$ cat config.mk
export PLATFORM = sky130hd
export DESIGN_NAME = cse_front
export DESIGN_NICKNAME = d
export VERILOG_FILES = /design/src/hw/rtl/cse_pkg.sv /design/src/hw/rtl/cse_front.sv
export SDC_FILE = /design/constraint.sdc
export NUM_CORES = 2
export LEC_CHECK = 0
export ABC_AREA = 1
export BUFFER_PORTS_ARGS = -buffer_cell sky130_fd_sc_hd__buf_4
export CAP_MARGIN = 20
export CORE_MARGIN = 8
export CORE_UTILIZATION = 43
export CTS_CLUSTER_SIZE = 30
export DETAILED_ROUTE_END_ITERATION = 12
export SYNTH_ARGS = -nofsm -noshare
export SYNTH_HDL_FRONTEND = slang
export SYNTH_SLANG_ARGS = --single-unit
$ cat constraint.sdc
create_clock -name i_clk -period 8.9 [get_ports i_clk]
set_input_delay 1.78 -clock i_clk [delete_from_list [all_inputs] [get_ports i_clk]]
set_output_delay 1.78 -clock i_clk [all_outputs]
set_load 0.02 [all_outputs]
$ cat src/hw/rtl/cse_pkg.sv
// ----------------------------------------------------------------------------
// cse_pkg
// Shared constants and types of the count sketch engine: hash constants,
// counter limits, operation codes and the back-end status bundle.
// ----------------------------------------------------------------------------
package cse_pkg;

    // default geometry
    localparam int ROWS_DEF    = 3;
    localparam int BUCKETS_DEF = 65536;

    // work queue depth, also the most transactions in flight
    localparam int QDEPTH = 8;

    // murmur finalizer constants
    localparam logic [31:0] MIX_A     = 32'h85ebca6b;
    localparam logic [31:0] MIX_B     = 32'hc2b2ae35;
    localparam logic [31:0] HASH_MASK = 32'h7fffffff;

    // symmetric counter range
    localparam logic signed [31:0] CNT_MAX = 32'sh7fffffff;
    localparam logic signed [31:0] CNT_MIN = 32'sh80000001;

    // operation codes
    localparam logic OP_INSERT = 1'b0;
    localparam logic OP_QUERY  = 1'b1;

    // back-end status seen by the front end
    typedef struct packed {
        logic pop;
        logic clearing;
    } t_back_stat;

endpackage

$ cat src/hw/rtl/cse_front.sv
// ----------------------------------------------------------------------------
// cse_front
// Accepts transactions, hashes the item for every row in a five-stage
// pipeline and pushes op, signs and bucket indexes into the work queue.
// ----------------------------------------------------------------------------
module cse_front #(
    parameter int ROWS    = cse_pkg::ROWS_DEF,
    parameter int BUCKETS = cse_pkg::BUCKETS_DEF,
    parameter int BW      = $clog2(BUCKETS),
    parameter int EW      = 1 + ROWS + ROWS * BW
) (
    input  logic                  i_clk,
    input  logic                  i_rst_n,
    input  logic                  i_start,
    input  logic                  i_op,
    input  logic [31:0]           i_item,
    input  cse_pkg::t_back_stat   i_stat,
    output logic                  o_busy,
    output logic                  o_push,
    output logic [EW-1:0]         o_entry
);

    import cse_pkg::*;

    localparam int          NST   = 5;
    localparam int          CW    = $clog2(QDEPTH + 1);
    localparam logic [31:0] RECIP = 32'((64'd1 << 32) / BUCKETS);

    logic [CW-1:0]   r_credit;
    logic [CW-1:0]   n_credit;
    logic            w_accept;
    logic [NST-1:0]  r_vld;
    logic            r_op [NST];
    logic [ROWS-1:0] r_sg [NST];

    // credit counts transactions in the pipeline and the queue
    assign o_busy   = i_stat.clearing || (r_credit == CW'(QDEPTH));
    assign w_accept = i_start && !o_busy;

    always_comb begin
        n_credit = r_credit + CW'(w_accept) - CW'(i_stat.pop);
    end

    always_ff @(posedge i_clk) begin
        if (!i_rst_n) begin
            r_credit <= '0;
            r_vld    <= '0;
        end else begin
            r_credit <= n_credit;
            r_vld    <= {r_vld[NST-2:0], w_accept};
        end
    end

    // op and sign bits travel with the hash
    always_ff @(posedge i_clk) begin
        r_op[0] <= i_op;
        r_sg[0] <= i_item[ROWS-1:0];
        for (int k = 1; k < NST; k++) begin
            r_op[k] <= r_op[k-1];
            r_sg[k] <= r_sg[k-1];
        end
    end

    assign o_push          = r_vld[NST-1];
    assign o_entry[0]      = r_op[NST-1];
    assign o_entry[ROWS:1] = r_sg[NST-1];

    // per-row hash lanes
    for (genvar g = 0; g < ROWS; g++) begin : g_lane
        logic [31:0] r_m1;
        logic [31:0] r_p2;
        logic [31:0] r_p3;
        logic [30:0] r_q4;
        logic [30:0] r_h4;
        logic [30:0] r_h5;
        logic [30:0] r_qb5;
        logic [31:0] w_a;
        logic [31:0] w_b;
        logic [30:0] w_h;
        logic [63:0] w_qfull;
        logic [30:0] w_rem;
        logic [30:0] w_red;

        // finalizer mixing steps
        assign w_a     = r_m1 ^ (r_m1 >> 16);
        assign w_b     = r_p2 ^ (r_p2 >> 13);
        assign w_h     = 31'((r_p3 ^ (r_p3 >> 16)) & HASH_MASK);
        // quotient estimate by reciprocal, at most one short
        assign w_qfull = {33'd0, w_h} * {32'd0, RECIP};
        // remainder with one correction step
        assign w_rem   = r_h5 - r_qb5;
        assign w_red   = (w_rem >= 31'(BUCKETS)) ? w_rem - 31'(BUCKETS) : w_rem;

        always_ff @(posedge i_clk) begin
            r_m1  <= 32'(i_item * 32'(g + 1));
            r_p2  <= 32'(w_a * MIX_A);
            r_p3  <= 32'(w_b * MIX_B);
            r_h4  <= w_h;
            r_q4  <= w_qfull[62:32];
            r_h5  <= r_h4;
            r_qb5 <= 31'(r_q4 * 31'(BUCKETS));
        end

        assign o_entry[ROWS + 1 + g * BW +: BW] = w_red[BW-1:0];
    end

endmodule

# After elaboration in Yosys (flattened, before gate mapping)
# Memories as Yosys holds them, arrays and structs flattened.
# Cells that the tools add are included.
[totals]
register_bits = 572
mem_bits_rw = 20
out_inout_bits = 54
elab_cells = 59
n_memories = 2
[memory_table]
columns = ["memory", "depth", "word_bits", "rd", "rd_clocked_by_memory_dff", "write_ports", "line", "rtl"]
rows = [
  ["r_sg", 5, 3, 5, 0, 5, "cse_front.sv:34", "logic [ROWS-1:0] r_sg [NST];"],
  ["r_op", 5, 1, 5, 0, 5, "cse_front.sv:33", "logic r_op [NST];"],
]
[classes]
n_addsub = 8
mul = 7
n_lt_le_gt_ge = 3
n_eq_ne = 1
muxes = 3
n_bitwise = 9
reduce_logical = 3
[op_table]
columns = ["operator", "count"]
rows = [
  ["multiplier 32 x 31 -> 32 bit (second input constant)", 3],
  ["multiplier 32 x 32 -> 32 bit (second input constant)", 3],
  ["bitwise XOR 32 x 16 -> 32 bit", 3],
  ["bitwise XOR 32 x 19 -> 32 bit", 3],
  [">= comparator 31 x 17 -> 1 bit (second input constant)", 3],
  ["subtractor 31 bit", 3],
  ["bitwise XOR 31 x 16 -> 31 bit", 3],
  ["two-way mux 16 bit", 3],
  ["subtractor 16 x 1 -> 16 bit (second input constant)", 3],
  ["multiplier 32 x 2 -> 32 bit (second input constant)", 1],
  ["adder 4 x 1 -> 4 bit", 1],
  ["== test 4 bit (second input constant)", 1],
  ["subtractor 4 x 1 -> 4 bit", 1],
  ["logical AND 1 bit", 1],
  ["zero test 1 bit", 1],
  ["logical OR 1 bit", 1],
]

# Depth between registers and ports, before layout
[logic_depth]
depth_word = 6
depth_mapped = 32

# Worst setup path after synthesis
# No wires, ideal clock.
[synth_timing]
kind = "reg-to-reg"
start = "register g_lane[0].r_m1[15]"
end = "register g_lane[0].r_p2[31]"
arrival_ps = 6446
required_ps = 8787
path_slack_ps = 2341
stages_incl_launch_ff = 24
n_path_buf = 0
period_less_slack_ps = 6559
path_cell_list = "dfxtp_1 xnor2_1 inv_1 fa_1 inv_1 fa_1 inv_1 fa_1 fa_1 inv_1 fa_1 fa_1 inv_1 fa_1 fa_1 ha_1 nand2_1 nor2_1 nand2_1 or2_2 nand3_2 inv_1 nand3_1 nand2_1"
[synth_between]
elab_chain_len = 2
[synth_lines]
columns = ["element", "line", "rtl"]
rows = [
  ["from (decl)", "cse_front.sv:70", "logic [31:0] r_m1;"],
  ["from (signal assigned)", "cse_front.sv:95", "r_m1 <= 32'(i_item * 32'(g + 1));"],
  ["bitwise XOR 32 x 16 -> 32 bit", "cse_front.sv:85", "assign w_a = r_m1 ^ (r_m1 >> 16);"],
  ["multiplier 32 x 32 -> 32 bit", "cse_front.sv:96", "r_p2 <= 32'(w_a * MIX_A);"],
  ["to (signal assigned)", "cse_front.sv:96", ""],
  ["to (decl)", "cse_front.sv:71", "logic [31:0] r_p2;"],
]
# No other way between the ends.
# A chain may end at the register's enable or synchronous reset.

==> summary.log <==
qor: die.fp.dieH 393 um
qor: clock_network.cts_tree yes
qor: global_route.antenna_violations_before_repair 1
qor: yosys.mean_post_synth_cell_area 9.43 um2
qor: critical_path.critPathBufInv 7
qor: detailed_routing.drc 1
qor: clock_network.tritoncts_num_sinks 377
qor: detailed_routing.viasPerCell 4.90
qor: critical_path.setup.worst_path.start_class register
qor: placement.port-buffer-count 91
qor: layout.filler_cell_count 13.6k
qor: sta.grt_setup_unrepaired no
qor: outcome.status complete, but fails checks
qor: critical_path.critPathTopFamily adder cells
qor: yosys.synth_flop_cell sky130_fd_sc_hd__dfxtp_1
qor: critical_path.setup.worst_path.class register to register
qor: die.num_io_pins 92
qor: yosys.synthCells 6488
qor: sta.worst_pin_slew 1120 ps
qor: sta.hold_violations 0
qor: critical_path.cp_data_arrival_time 7970 ps
qor: critical_path.timing.critical_path.mode_cell sky130_fd_sc_hd__inv_1
qor: clock_network.clk_path_buf_depth 3
qor: yosys.count_of_flip_flops_with_a_built_in_enable_after_synthesis 0
qor: sta.skew 56.0 ps
qor: yosys.post_synth_instance_area 61200 um2
qor: sta.setup_viol_count_final 0
qor: sta.fin_crit_sh 84.2%
qor: detailed_routing.count_of_nets_left_with_antenna_violations_after_detail_routing 0
qor: worst_hold_path.holdCritPathClass register to register
qor: clock_network.root_buffer sky130_fd_sc_hd__clkbuf_16
qor: clock_network.post-cts-setup-buffers 0
qor: yosys.synth.yosys.seq_area_share 12.3%
qor: sta.max_slew_margin 25.3%
qor: job.drv_cap 0
qor: die.num_rows 138
qor: yosys.postSynthNetCount 8694
qor: layout.drive_gt1_share 3.32%
qor: yosys.yosys_register_bits 377
qor: global_route.number_of_global_route_vias_before_repair 45.7k
qor: sta.tns 0 ps
qor: sta.min_period 7490 ps
qor: sta.maxClockFrequency 133 MHz
qor: clock_network.tritoncts.num_buffers 47
qor: critical_path.timing.critical_path.slowest_stage_cell sky130_fd_sc_hd__dfxtp_1
qor: sta.slew_violations 0
qor: clock_network.htree_levels 2
qor: layout.mostFrequentLayoutCell sky130_fd_sc_hd__inv_1
qor: layout.antenna-diode-count 0
qor: critical_path.end_kind register
qor: die.dieArea 155000 um2
qor: global_route.first_pass_grt_wire_length 266000 um
qor: layout.area.growth.synth_to_final 7.83%
qor: clock_network.later_pin_clock_latency_in_the_skew_report 630 ps
qor: layout.final_net_count 8855
qor: clock_network.cts-hold-fix-buffers 0
qor: outcome.failing_checks design-rule violations
qor: die.width_of_the_die 393 um
qor: critical_path.critical-path-max-stage-delay 810 ps
qor: yosys.synth_largest_type_area_fraction 35.5%
qor: yosys.synth.lib_cells_used.distinct 47
qor: yosys.synth.top_cells.by_area sky130_fd_sc_hd__fa_1, sky130_fd_sc_hd__ha_1, sky130_fd_sc_hd__dfxtp_1
qor: yosys.warnings_from_yosys 0
qor: layout.layout.cells.most_common_list sky130_fd_sc_hd__inv_1, sky130_fd_sc_hd__fa_1, sky130_fd_sc_hd__ha_1
qor: detailed_routing.wire_per_inst 20.0 um
qor: yosys.asyncSetResetFlopFracSynth 0%
qor: die.core 141000 um2
qor: detailed_routing.detailroute.via_count 42.0k
qor: placement.hpwlAfterDp 156000 um
qor: clock_network.worst_setup_hold_path_clk_slew 60 ps
qor: die.initial_core_utilization 43.3%
qor: critical_path.critical_path_peak_fanout 15
qor: placement.gp_congestion 1.01
qor: detailed_routing.firstDrtPassIters 9
qor: clock_network.post_cts_resized 0
qor: global_route.grt_overflow_total 0
qor: yosys.yosysTopAreaCell sky130_fd_sc_hd__fa_1
qor: detailed_routing.finalWirelength 172000 um
qor: critical_path.cp.required 9380 ps
qor: detailed_routing.dr.first_iter.drc_count 2149
qor: global_route.grt_start_max_net_pins 19
qor: global_route.global_route.usage.total 22.1%
cells in the mapped netlist (5+ instances only):
| master | number |
|---|---|
| sky130_fd_sc_hd__nand4_1 | 34 |
| sky130_fd_sc_hd__nor3_1 | 27 |
| sky130_fd_sc_hd__fa_1 | 1084 |
| sky130_fd_sc_hd__a21oi_1 | 205 |
| sky130_fd_sc_hd__nand3b_1 | 13 |
| sky130_fd_sc_hd__o31ai_1 | 5 |
| sky130_fd_sc_hd__a21o_1 | 37 |
| sky130_fd_sc_hd__nor4_1 | 11 |
| sky130_fd_sc_hd__a221oi_1 | 7 |
| sky130_fd_sc_hd__dfxtp_1 | 377 |
| sky130_fd_sc_hd__ha_1 | 1084 |
| sky130_fd_sc_hd__o21bai_1 | 31 |
| sky130_fd_sc_hd__nand3_1 | 129 |
| sky130_fd_sc_hd__or2_2 | 5 |
| sky130_fd_sc_hd__nand2_1 | 650 |
| sky130_fd_sc_hd__inv_2 | 12 |
| sky130_fd_sc_hd__a31oi_1 | 12 |
| sky130_fd_sc_hd__o21ai_1 | 49 |
| sky130_fd_sc_hd__inv_1 | 1940 |
| sky130_fd_sc_hd__xnor2_1 | 157 |
| sky130_fd_sc_hd__xor2_1 | 301 |
| sky130_fd_sc_hd__o211ai_1 | 5 |
| sky130_fd_sc_hd__nor2_1 | 202 |
| sky130_fd_sc_hd__a21boi_1 | 7 |
| sky130_fd_sc_hd__a211oi_1 | 5 |
| sky130_fd_sc_hd__o21ai_0 | 65 |
cell type report:
| type | count | area, um2 | area share (%) |
|---|---|---|---|
| tap | 1890 | 2360 | 3.58 |
| clock inverter | 24 | 238 | 0.360 |
| inverter | 1954 | 7330 | 11.1 |
| timing repair buffer | 118 | 890 | 1.35 |
| multi-input combinational | 4151 | 46300 | 70.1 |
| clock buffer | 60 | 1340 | 2.03 |
| sequential | 377 | 7550 | 11.4 |
routing by layer:
metal  wire (um)  GRT usage, %
met1       76100          29.5
met2       80300          37.2
met3        8690          2.93
met4        6670          7.53
met5           0             0
registers in the layout, indices dropped and copies added, names as in the netlist:
| register | count |
|---|---|
| g_lane.r_h4 | 48 |
| g_lane.r_h5 | 48 |
| g_lane.r_m1 | 63 |
| g_lane.r_p2 | 96 |
| g_lane.r_p3 | 96 |
| r_credit | 4 |
| r_op | 5 |
| r_sg | 12 |
| r_vld | 5 |
logic make-up (layout without fill, tap and decap cells):
group | Yosys count | in the layout | synth area share [%]
buffers and inverters | 1960 | 2156 | 12.0
xor gates and xnor gates | 459 | 459 | 6.58
and+or+nand+nor | 1083 | 1083 | 7.32
DFF | 377 | 377 | 12.3
adders and majority gates | 2168 | 2168 | 57.6
AOI/OAI and AO/OA | 441 | 441 | 4.12
stage by stage:
stage          hold slack, ps  area, um2  instances  setup WS, ps  util [%]
4_1_cts                   326      66000       8573          1360      46.7
6_report                  324      66000       8574          1410      46.7
5_1_grt                   330      66000       8574           954      46.7
2_1_floorplan             310      61200       6488          2340         -
3_5_place_dp              312      64400       8489          1410      45.6
3_3_place_gp              310      64400       8488          1030      45.5
final timing paths:
kind	from	to	slack, ps	cells past startpoint
setup / recovery	g_lane[0].r_m1[16]$_DFF_P_	g_lane[1].r_p2[24]$_DFF_P_	1410	27
hold / removal	g_lane[2].r_h4[0]$_DFF_P_	g_lane[2].r_h5[0]$_DFF_P_	320	0
setup reg to reg	g_lane[0].r_m1[16]$_DFF_P_	g_lane[1].r_p2[24]$_DFF_P_	1410	27
hold reg to reg	g_lane[2].r_h4[0]$_DFF_P_	g_lane[2].r_h5[0]$_DFF_P_	320	0
Power is left out: the tool's default activity adds up to more than one toggle a clock period on the data nets, which glitch-free logic cannot reach.
