===== config.mk =====
export PLATFORM = sky130hd
export DESIGN_NAME = cse_fifo
export DESIGN_NICKNAME = d
export VERILOG_FILES = /design/src/hw/rtl/cse_fifo.sv
export SDC_FILE = /design/constraint.sdc
export NUM_CORES = 1
export LEC_CHECK = 0
export ABC_AREA = 1
export BUFFER_PORTS_ARGS = -buffer_cell sky130_fd_sc_hd__buf_2
export CAP_MARGIN = 20
export CORE_AREA = 5 5 86 88
export DETAILED_ROUTE_END_ITERATION = 12
export DIE_AREA = 0 0 91 93
export GPL_TIMING_DRIVEN = 0
export PLACE_DENSITY = 0.7
export SLEW_MARGIN = 15
export SYNTH_ARGS = -nofsm -noshare
export SYNTH_HDL_FRONTEND = slang
export SYNTH_SLANG_ARGS = --single-unit

===== constraint.sdc =====
create_clock -name i_clk -period 4.8 [get_ports i_clk]
set_input_delay 1.2 -clock i_clk [delete_from_list [all_inputs] [get_ports i_clk]]
set_output_delay 1.2 -clock i_clk [all_outputs]
set_load 0.05 [all_outputs]

===== src/hw/rtl/cse_fifo.sv =====
// ----------------------------------------------------------------------------
// cse_fifo
// Small register queue between the hash front end and the counter back end.
// ----------------------------------------------------------------------------
module cse_fifo #(
    parameter int WIDTH = 8,
    parameter int DEPTH = 8
) (
    input  logic             i_clk,
    input  logic             i_rst_n,
    input  logic             i_push,
    input  logic             i_pop,
    input  logic [WIDTH-1:0] i_din,
    output logic [WIDTH-1:0] o_dout,
    output logic             o_empty,
    output logic             o_full
);

    localparam int PW = $clog2(DEPTH);
    localparam int CW = $clog2(DEPTH + 1);

    logic [WIDTH-1:0] r_data [DEPTH];
    logic [PW-1:0]    r_wptr;
    logic [PW-1:0]    r_rptr;
    logic [CW-1:0]    r_count;
    logic [PW-1:0]    n_wptr;
    logic [PW-1:0]    n_rptr;
    logic [CW-1:0]    n_count;

    // pointer and fill-level update
    always_comb begin
        n_wptr  = r_wptr;
        n_rptr  = r_rptr;
        if (i_push) begin
            n_wptr = (r_wptr == PW'(DEPTH - 1)) ? '0 : r_wptr + 1'b1;
        end
        if (i_pop) begin
            n_rptr = (r_rptr == PW'(DEPTH - 1)) ? '0 : r_rptr + 1'b1;
        end
        n_count = r_count + CW'(i_push) - CW'(i_pop);
    end

    always_ff @(posedge i_clk) begin
        if (!i_rst_n) begin
            r_wptr  <= '0;
            r_rptr  <= '0;
            r_count <= '0;
        end else begin
            r_wptr  <= n_wptr;
            r_rptr  <= n_rptr;
            r_count <= n_count;
        end
    end

    // storage
    always_ff @(posedge i_clk) begin
        if (i_push) begin
            r_data[r_wptr] <= i_din;
        end
    end

    assign o_dout  = r_data[r_rptr];
    assign o_empty = (r_count == '0);
    assign o_full  = (r_count == CW'(DEPTH));

endmodule


# Yosys cells after proc, flatten, opt, wreduce, memory -nomap -nowiden
# Memory sizes are Yosys's and may differ from the RTL's. A register that Yosys moved wholly into a read port is not among the register bits.
# Cells that the tools add are included.
# Widths: inputs -> output; s select.
totals:
  reg_bits: 10
  mem_bits_rw: 64
  output_inout_bits: 10
  elab_cells: 18
  memories: 1
op_classes:
  addsub: 4
  eq_ne: 3
  muxes: 6
  reduce_logical: 1
memory_table:
  columns: ["memory", "depth", "word_bits", "read_ports", "rd_clocked_by_memory_dff", "wr", "line_no", "source"]
  rows:
  - ["r_data", 8, 8, 1, 1, 1, "22", "logic [WIDTH-1:0] r_data [DEPTH];"]
ops:
  columns: ["operator", "count"]
  rows:
  - ["$mux 3", 4]
  - ["$add 3x1->3 const B", 2]
  - ["$eq 3x3->1 const B", 2]
  - ["$add 4x1->4", 1]
  - ["$eq 4x4->1 const B", 1]
  - ["$logic_not 4->1", 1]
  - ["$sub 4x1->4", 1]
  - ["$mux 1", 2]

# Logic depth before layout (Yosys ltp)
# Gate-level depths: netlist of the first run.
depth:
  word_depth: 4
  mapped_depth: 9

# Worst setup path before layout of the first run
# OpenSTA, ideal clock, no wires.
synth_path:
  path_kind: "register to output"
  startpoint: "register r_count[2]"
  endpoint: "output port o_full"
  arrival_ns: 1.644
  t_required_ns: 3.600
  slack_ns: 1.956
  stages_incl_launch_ff: 4
  path_cell_list: "dfxtp_1 > inv_1 > ha_1 > nor3b_1"
synth_between:
  elab_chain_len: 1
synth_rtl:
  columns: ["element", "line_no", "source"]
  rows:
  - ["start: declaration", "25", "logic [CW-1:0] r_count;"]
  - ["start signal: assignment", "51", "r_count <= n_count;"]
  - ["$eq 4x4->1", "64", "assign o_full = (r_count == CW'(DEPTH));"]
  - ["end: declaration", "16", "output logic o_full"]
# Every way passes these cells.

==> metrics.txt, run 1 <==
placed cell count 464; row count 30; CTS tree yes; CP Launch Type register; largest net degree at the start of global routing 13; syn_area_per_cell 9.699 um2; RSZ-0062 raised after global routing false; Root Driver clkbuf_8; Peak VDD IR 0.0003275 V; kind of end point of the critical path output port; fin crit period 2.883 ns; WHS Path Cells 2; Slew Limit Fails 0; hold path startpoint r_wptr[0]; Gates resized, CTS repair 0; DIE HEIGHT 93 um; Via density 4.946; Synth Warn # 0; DRC 0; first-pass GRT wire length 11.64 mm; P_leak 1.860 nW; share of layout cells above drive strength 1 0.1475; synthesized flop and latch total 77; Hold Path End r_wptr[0]; R2R depth 3; RR Endpoint r_data[2][1]; net count reported at finish 418; CP max FO 10; Post-DRT Antenna Nets 0; 1st-pass router iterations 4; clk_skew 0.01032 ns; crit path DAT 1.68 ns; Period Utilization, post-route 0.6006; reg-to-reg startpoint r_wptr[0]; Clock Latency Late Sink 0.35 ns; CTS hold repair buffers 0; Setup CP Type register to output port; initial antenna violation count 0; setup violators final 0; Syn Nets 386; fmax 0.3469 GHz; H-Tree Level Count 3; CP max stage cell dfxtp_1; register area share after synthesis 0.6198; io pins 22; setup TNS 0 ns; Switching Share 0.2916; IO Port Bufs 21; vias in the first global route 2447; Min Hold Slack 0.5058 ns; commonest non-fill, non-tap cell in the layout nand2_1; Final GP Congestion 0.7709; area grow syn2layout 11.12%; gr ovfl total 0; r2r setup slk 3.14 ns; CORE AREA 6569 um2; PD cells 390.2 nW/um2; clock sinks 77; delay-heaviest family, CP buffers and inverters; Detailed Place HPWL 4.691 mm; Hold Fails Final Rpt 0; Yosys top cell area share 0.5458; status completed; count of mapped cells out of synthesis 363; Worst Tran Pin Value 1.004 ns; total design power 1.527 mW; Worst-path clk slew 0.08 ns; Slew headroom 0.3282; Avg WL per Cell 14.56 um; Synth cell types 21; Inserted Clock Buffers 9; CP most frequent cell nand2_1; maximum buffer depth of the clock tree 2; largest cells by area after synthesis edfxtp_1 55%, nand2_1 11%, inv_1 8.6%, dfxtp_1 7.4%, nand3_1 4.8%; crit-path cells buf_6, inv_2, buf_6, nand3_1, nand2_1, nand2_1, nand2_1, buf_2; Sequential Power Share 0.504; Mapped Area 3521 um2; Post-Layout Cell Count 480; final wirelength 6.987 mm; CP Data Required Time 3.60 ns; Die Wd 91 um; ANT cells 0; clock power share 0.302; Hold Path Class register to register; Die ar. 8463 um2; Bufs and invs on worst path 4; Starting Density 0.5360; Switch Pwr 445.2 uW; Synth area leader edfxtp_1; via count 2374; GRT Overall Usage 0.1823; MaxCap Viol Count 0; combinational share of power 0.194; most frequent cells in the layout 107 x nand2_1, 81 x inv_1, 64 x edfxtp_1; CP max stage delay 0.31 ns; internal power 1.082 mW; Setup Buffers After CTS 0; initial drt markers 115
==> worst reg2reg max path, delay by kind of cell, from the launching register on <==
| kind | cells | cell delay, ns |
|---|---|---|
| buffers and inverters | 1 | 0.07 |
| DFF | 1 | 0.33 |
| and+or+nand+nor | 2 | 0.88 |
==> through the flow <==
step	cell area, um2	setup slack (ns)	utilization
5_1_grt	3913	1.793	0.5956
3_5_place_dp	3726	2.184	0.5672
3_3_place_gp	3726	2.213	0.5672
6_report	3913	1.917	0.5956
4_1_cts	3913	1.923	0.5956
2_1_floorplan	3521	1.956	-
==> worst max-delay path by stage <==
stage | endpoint | slack [ns] | depth (start not counted)
3_3_place_gp | r_data[5][4] | 2.21 | 3
6_report | o_dout[2] | 1.92 | 8
2_1_floorplan | o_full | 1.96 | 3
5_1_grt | o_dout[0] | 1.79 | 8
3_5_place_dp | r_data[3][4] | 2.18 | 3
4_1_cts | o_dout[5] | 1.92 | 8
==> final cells by class <==
type	count	area (um2)
fillers	567	2656
flip-flops and latches	77	2182
multi-input cells	192	918.4
inverters	83	316.6
clock buffers	13	170.2
repair buffers	21	105.1
plain buffers	11	103.9
well taps	80	100.1
clock inverters	3	16.27
==> cell families (layout without fill, tap and decap cells) <==
family / Yosys count / after routing / share of synthesized area
AOI/OAI and AO/OA: 8 / 8 / 0.01137
xor gates and xnor gates: 1 / 1 / 0.002488
adders and majority gates: 11 / 11 / 0.04122
buffers and inverters: 94 / 131 / 0.1194
DFF: 77 / 77 / 0.6198
and+or+nand+nor: 172 / 172 / 0.2058
==> metal layers <==
| metal | GRT usage | part of all wire | vias to the layer above |
|---|---|---|---|
| met5 | 0 | 0 | - |
| met4 | 0.08924 | 0.027 | 0 |
| met3 | 0.04344 | 0.062 | 19 |
| met2 | 0.3137 | 0.50 | 75 |
| met1 | 0.2135 | 0.41 | 1093 |
| li1 | - | - | 1187 |
==> synth_stat cells (all sizes together) <==
| master | count |
|---|---|
| o21ai | 3 |
| fa | 1 |
| nor3 | 1 |
| nand2 | 117 |
| inv | 83 |
| edfxtp | 64 |
| nor3b | 2 |
| nor2 | 17 |
| ha | 10 |
| nand3 | 34 |
| or2 | 1 |
| dfxtp | 13 |
| buf | 11 |
| xor2 | 1 |
| a21oi | 5 |
==> state kept, by name (all words and copies together) (netlist names), named ones only <==
register	cells
r_rptr	3
r_count	4
r_wptr	3
r_data	64
==> power groups by stage <==
stage / sequential [mW] / combinational (mW) / clock (mW)
final: 0.770 / 0.296 / 0.461
after detailed placement: 0.785 / 0.299 / 0
after floorplan: 0.781 / 0.226 / 0
after global routing: 0.774 / 0.332 / 0.490
after CTS: 0.771 / 0.299 / 0.463
after global placement: 0.784 / 0.288 / 0
No activity file was read; power rests on OpenSTA's default activity.
==> inputs of run 2 (changes only) <==
--- a/config.mk
+++ b/config.mk
@@ -5,14 +5,14 @@
 export SDC_FILE = /design/constraint.sdc
 export NUM_CORES = 1
 export LEC_CHECK = 0
-export ABC_AREA = 1
+export ABC_AREA = 0
 export BUFFER_PORTS_ARGS = -buffer_cell sky130_fd_sc_hd__buf_2
 export CAP_MARGIN = 20
-export CORE_AREA = 5 5 86 88
+export CORE_AREA = 5 5 84 86
 export DETAILED_ROUTE_END_ITERATION = 12
-export DIE_AREA = 0 0 91 93
+export DIE_AREA = 0 0 89 91
 export GPL_TIMING_DRIVEN = 0
-export PLACE_DENSITY = 0.7
+export PLACE_DENSITY = 0.69
 export SLEW_MARGIN = 15
 export SYNTH_ARGS = -nofsm -noshare
 export SYNTH_HDL_FRONTEND = slang
==> constraint.sdc (replaced) <==
create_clock -name i_clk -period 2.42 [get_ports i_clk]
set_input_delay 0.605 -clock i_clk [delete_from_list [all_inputs] [get_ports i_clk]]
set_output_delay 0.605 -clock i_clk [all_outputs]
set_load 0.05 [all_outputs]
==> run 2 against run 1 <==
The run now ends with negative setup slack left. Synthesized cell count is 55% lower. First-iteration DRC count is 52% lower. Largest power group unchanged. Critical path depth is 2 lower.
==> metrics.txt, run 2 <==
Peak VDD IR 0.0005541 V (+69%); Mapped Area 3148 um2 (-11%); maximum buffer depth of the clock tree 2 (unchanged); initial drt markers 55 (-52%); largest net degree at the start of global routing 13 (unchanged); setup TNS -0.5439 ns (-0.5439 ns); Post-DRT Antenna Nets 0 (unchanged); kind of end point of the critical path output port; synthesized flop and latch total 77 (unchanged); clk_skew 0.008576 ns (-0.001746 ns); CP max FO 5 (-5); area grow syn2layout 17.09%; Synth area leader edfxtp_1; initial antenna violation count 0 (unchanged); reg-to-reg startpoint r_wptr[2]; GRT Overall Usage 0.1522 (-0.03010); DRC 0 (unchanged); MaxCap Viol Count 0 (unchanged); Top FF cell, synth edfxtp_1; P_leak 1.336 nW (-28%); fmax 0.3939 GHz; most frequent cells in the layout 64 x edfxtp_1, 13 x buf_2, 12 x mux4_2, 12 x dfxtp_1, 10 x ha_1; Inserted Clock Buffers 9 (unchanged); share of layout cells above drive strength 1 0.3286 (+0.1811); RSZ-0062 raised after global routing true; combinational share of power 0.175 (-0.019); Via density 5.439 (+10%); RR Endpoint r_data[7][5]; Detailed Place HPWL 3.592 mm (-23%); hold path startpoint i_din[5]; Hold Path End r_data[0][5]; Die Wd 89 um (-2.2%); CORE AREA 6205 um2 (-5.5%); number of flops mapped to enable cells by yosys 64 (unchanged); count of mapped cells out of synthesis 165 (-55%); ys async rst share 0 (unchanged); Min Hold Slack 0.5282 ns (+0.02244 ns); cell with the most instances after synthesis edfxtp_1; Worst-path clk slew 0.08 ns (about the same); CTS tree yes; ANT cells 0 (unchanged); syn_area_per_cell 19.08 um2 (+97%); via count 1561 (-34%); Slew Limit Fails 0 (unchanged); Setup CP Type register to output port; clock power share 0.304 (+0.002); CP Launch Type register; placed cell count 263 (-43%); Worst Tran Pin Value 0.9618 ns (-0.04216 ns); Syn Nets 188 (-51%); io pins 22 (unchanged); Sequential Power Share 0.520 (+0.016); Starting Density 0.5074 (-0.02864); Hold Fails Final Rpt 0 (unchanged); clock sinks 77 (unchanged); Die ar. 8099 um2 (-4.3%); crit path DAT 1.93 ns (+0.25 ns); Post-Layout Cell Count 287 (-40%); Period Utilization, post-route 1.049; register area share after synthesis 0.6932 (+0.07341); Slew headroom 0.3565 (+0.02821); Commonest cells post-synth 64 x edfxtp_1, 16 x mux4_1, 13 x dfxtp_1; setup violators final 7 (+7); Final GP Congestion 0.7363 (-4.5%); H-Tree Level Count 3 (unchanged); first-pass GRT wire length 8.742 mm (-25%); fill cell count 452 (-20%); Synth cell types 27 (+29%); Synth Warn # 0 (unchanged); biggest regs r_data (64), r_count (4); violated checks negative setup slack; Largest register FFs 64 (unchanged); Switch Pwr 737.4 uW (+66%); Avg WL per Cell 19.27 um (+32%); DIE HEIGHT 91 um (-2.2%); PD cells 792.1 nW/um2 (+100%); status finished, violations left; Clock Latency Late Sink 0.34 ns (about the same); IO Port Bufs 21 (unchanged); final wirelength 5.530 mm (-21%); Most flops, register r_data; 1st-pass router iterations 4 (unchanged); Switching Share 0.2526 (-0.03903); CP Data Required Time 1.81 ns (-1.79 ns); total design power 2.920 mW (+91%); largest cells by area after synthesis edfxtp_1 61%, mux4_1 13%, dfxtp_1 8.3%, ha_1 4.0%, mux2_2 2.9%; Root Driver clkbuf_8; vias in the first global route 1683 (-31%); net count reported at finish 228 (-45%); final worst slack -0.1186 ns (-2.036 ns); row count 29 (-3.3%); Hold Path Class input port to register; commonest non-fill, non-tap cell in the layout edfxtp_1; WHS Path Cells 1 (-1); R2R depth 2 (-1); Yosys top cell area share 0.6105 (+0.06465); r2r setup slk 0.71 ns (-2.43 ns); gr ovfl total 0 (unchanged); CTS hold repair buffers 0 (unchanged); fin crit period 2.539 ns; internal power 2.182 mW (+100%)
[run 2: changes by cell type in the layout (fill, tap and decap cells not counted), sizes merged, moves of 8 or more]
cell,before,now
mux4,0,16
nand3,34,0
mux2,0,8
nand2,117,5
inv,84,8
nor2,17,6
[run 2: worst max path at each step]
stage / slack, ns / cells after the start / startpoint / endpoint
after global routing: -0.19 / 6 / register / o_dout[5]
after floorplan: 0.34 / 4 / register / o_dout[0]
final: -0.12 / 6 / register / o_dout[5]
after global placement: -0.05 / 5 / register / o_dout[7]
after CTS: -0.13 / 6 / register / o_dout[5]
after detailed placement: -0.08 / 5 / register / o_dout[1]
[run 2: critical path: stages, from the launching register on]
cell and delay, ns:
dfxtp_2 0.33, buf_6 0.12, buf_12 0.10, buf_12 0.12
mux4_2 0.49, mux2_4 0.29, buf_8 0.15
[run 2: power groups by stage]
stage	registers [mW]	logic [mW]	clock network [mW]
final	1.52	0.512	0.889
after global routing	1.52	0.559	0.961
after CTS	1.52	0.525	0.906
after detailed placement	1.54	0.454	0
after global placement	1.54	0.429	0
after floorplan	1.53	0.344	0
[run 2: kinds of logic after synthesis]
family	count (synthesis)	share of synthesized area
flip-flops	77	0.6932
AND/OR/NAND/NOR	29	0.04849
multiplexers	28	0.1749
buffers and inverters	14	0.02464
adder cells (fa/ha/maj)	11	0.04611
AO/OA/AOI/OAI	5	0.009936
XOR/XNOR	1	0.002783
[run 2: area by class of cell]
type | instances | area (um2) | area share
Inverter | 8 | 30.03 | 0.008147
Multi-Input combinational cell | 74 | 879.6 | 0.2386
Tap cell | 77 | 96.34 | 0.02614
Clock inverter | 6 | 53.80 | 0.01460
Clock buffer | 10 | 127.6 | 0.03462
Sequential cell | 77 | 2183 | 0.5923
Timing Repair Buffer | 30 | 261.5 | 0.07094
Buffer | 5 | 53.80 | 0.01460
[run 2: per-stage QoR]
step | utilization | area (um2) | setup WS [ns]
5_1_grt | 0.5941 | 3686 | -0.1905
3_5_place_dp | 0.5414 | 3359 | -0.08167
2_1_floorplan | - | 3148 | 0.3389
4_1_cts | 0.5973 | 3706 | -0.1334
6_report | 0.5941 | 3686 | -0.1186
3_3_place_gp | 0.5398 | 3349 | -0.04529
[run 2: routing by layer]
layer  up-vias  global-route usage  part of all wire
met5         -                   0                 0
met4         0             0.06824             0.020
met3        11             0.03710             0.040
met2        34              0.2506              0.53
met1       794              0.1890              0.41
li1        722                   -                 -
[run 2: repair_timing]
action | 4_1_cts | 5_1_grt
gates cloned | 1 | 0
buffers inserted | 7 | 2
hold endpoints to repair | 0 | 0
endpoints found under the setup margin | 8 | 8
gates resized for setup | 44 | 4
==> inputs of run 3 (changes only) <==
--- a/config.mk
+++ b/config.mk
@@ -13,6 +13,7 @@
 export DIE_AREA = 0 0 89 91
 export GPL_TIMING_DRIVEN = 0
 export PLACE_DENSITY = 0.69
+export REMOVE_ABC_BUFFERS = 1
 export SLEW_MARGIN = 15
 export SYNTH_ARGS = -nofsm -noshare
 export SYNTH_HDL_FRONTEND = slang
==> run 3 against run 2 <==
The run now ends clean. Non-clock buffer count shrank 6. Sequential power is essentially flat. Hold slack gained 0.0079 ns. Register-to-register slack lost 0.02 ns. Die area is the same. Sequential share of layout area grew 0.37 points. Critical path depth shrank 2. Worst setup slack gained 0.13 ns. Global-route usage grew 0.40 points. Largest power group unchanged.
==> metrics.txt, run 3 (synthesis gave the netlist of run 2 again) <==
CTS tree yes; status completed; Via density 5.523 (+1.5%); Slew headroom 0.3295 (-0.02693); GRT Overall Usage 0.1562 (+0.003972); MaxCap Viol Count 0 (unchanged); row count 29 (unchanged); setup violators final 0 (-7); Largest register FFs 64 (unchanged); Min Hold Slack 0.5361 ns (+0.007866 ns); fin crit period 2.409 ns (-0.1301 ns); kind of end point of the critical path output port; combinational share of power 0.167 (-0.008); most frequent cells in the layout 64 x edfxtp_1, 14 x mux4_2, 13 x buf_2; DIE HEIGHT 91 um (unchanged); Detailed Place HPWL 3.602 mm (+0.29%); CP Data Required Time 1.81 ns (about the same); Avg WL per Cell 20.60 um (+6.9%); fmax 0.4152 GHz (+5.4%); crit path DAT 1.80 ns (-0.13 ns); 1st-pass router iterations 4 (unchanged); initial antenna violation count 0 (unchanged); Setup CP Type register to output port; Peak VDD IR 0.0004048 V (-27%); via count 1552 (-0.58%); Hold Fails Final Rpt 0 (unchanged); CP Launch Type register; DP Area 3327 um2 (-0.97%); io pins 22 (unchanged); final worst slack 0.01150 ns (+0.1301 ns); CP max stage delay 0.49 ns (about the same); CTS hold repair buffers 0 (unchanged); Inserted Clock Buffers 9 (unchanged); Post-DRT Antenna Nets 0 (unchanged); vias in the first global route 1712 (+1.7%); Worst Tran Pin Value 1.002 ns (+0.04024 ns); net count reported at finish 222 (-2.6%); setup TNS 0 ns (+0.5439 ns); crit-path cells buf_12, mux4_2, mux2_4, buf_8; CORE AREA 6205 um2 (unchanged); Switching Share 0.2496 (-0.002979); Clock Latency Late Sink 0.33 ns (about the same); Hold Path Class input port to register; pre-CTS WS -0.2407 ns (-0.1591 ns); Die ar. 8099 um2 (unchanged); area grow syn2layout 16.69%; internal power 2.288 mW (+4.8%); Post-Layout Inst Area 3674 um2 (-0.34%); clock sinks 77 (unchanged); clk_skew 0.002601 ns (-0.005974 ns); PD cells 829.9 nW/um2 (+4.8%); clock power share 0.335 (+0.031); Switch Pwr 760.9 uW (+3.2%); IO Port Bufs 21 (unchanged); Final GP Congestion 0.7663 (+4.1%); RSZ-0062 raised after global routing true; initial drt markers 113 (+110%); Most flops, register r_data; final wirelength 5.788 mm (+4.7%); share of layout cells above drive strength 1 0.3431 (+0.01457); Starting Density 0.5074 (unchanged); maximum buffer depth of the clock tree 2 (unchanged); gr ovfl total 0 (unchanged); Sequential Power Share 0.498 (-0.022); largest net degree at the start of global routing 14 (+1); CP max stage cell mux4_2; Util after Layout 0.5921 (-0.002016); H-Tree Level Count 3 (unchanged); Period Utilization, post-route 0.9953 (-0.05376); Worst-path clk slew 0.08 ns (about the same); Die Wd 89 um (unchanged); commonest non-fill, non-tap cell in the layout edfxtp_1; Slew Limit Fails 0 (unchanged); Root Driver clkbuf_8; biggest regs r_data (64), r_count (4); CP max FO 7 (+2); first-pass GRT wire length 9.011 mm (+3.1%); P_leak 1.320 nW (-1.2%); DRC 0 (unchanged); ANT cells 0 (unchanged)
[run 3: cell types whose count changed in the layout (fill, tap and decap cells not counted), sizes merged]
cell / change
clkbuf: -3
buf: -4
bufinv: +1
[run 3: power by group through the flow]
stage,combinational [mW],sequential (mW),clock (mW)
2_1_floorplan,0.325,1.54,0
4_1_cts,0.502,1.52,1.04
3_5_place_dp,0.430,1.56,0
3_3_place_gp,0.399,1.55,0
6_report,0.508,1.52,1.02
5_1_grt,0.549,1.52,1.11
[run 3: stage by stage]
stage,total power [mW],std cells
2_1_floorplan,1.867,159
3_3_place_gp,1.949,257
3_5_place_dp,1.985,259
4_1_cts,3.057,281
5_1_grt,3.180,281
6_report,3.049,281
[run 3: worst max-delay path, delay by kind of cell (launching register included)]
kind                   cells  cell delay (ns)
buffers and inverters      2             0.29
DFF                        1             0.40
muxes                      2             0.78
[run 3: repair_timing]
item,CTS,global route
gates resized for setup,35,15
setup endpoints to repair,8,8
setup buffers,6,0
[run 3: layer usage]
metal	global-route usage	up-vias	routed length, um
li1	-	704	-
met1	0.1874	809	2300
met2	0.2605	33	3109
met3	0.05158	6	310
met4	0.05707	0	68
met5	0	-	0
[run 3: area by class of cell]
class / instances / area [um2]
clock buffer: 9 / 123.9
clock inverter: 7 / 90.09
fill: 447 / 2531
inverter: 8 / 30.03
multi-input combinational: 74 / 872.1
sequential: 77 / 2190
tap: 77 / 96.34
timing repair buffer: 29 / 271.5
[run 3: final timing paths]
kind	from	to	slack, ns	cells after the start
max	register	o_dout[5]	0.01	4
min	i_din[5]	r_data[1][5]	0.54	1
max reg2reg	r_wptr[2]	r_data[7][0]	0.69	2
min reg2reg	r_rptr[1]	register	0.55	2
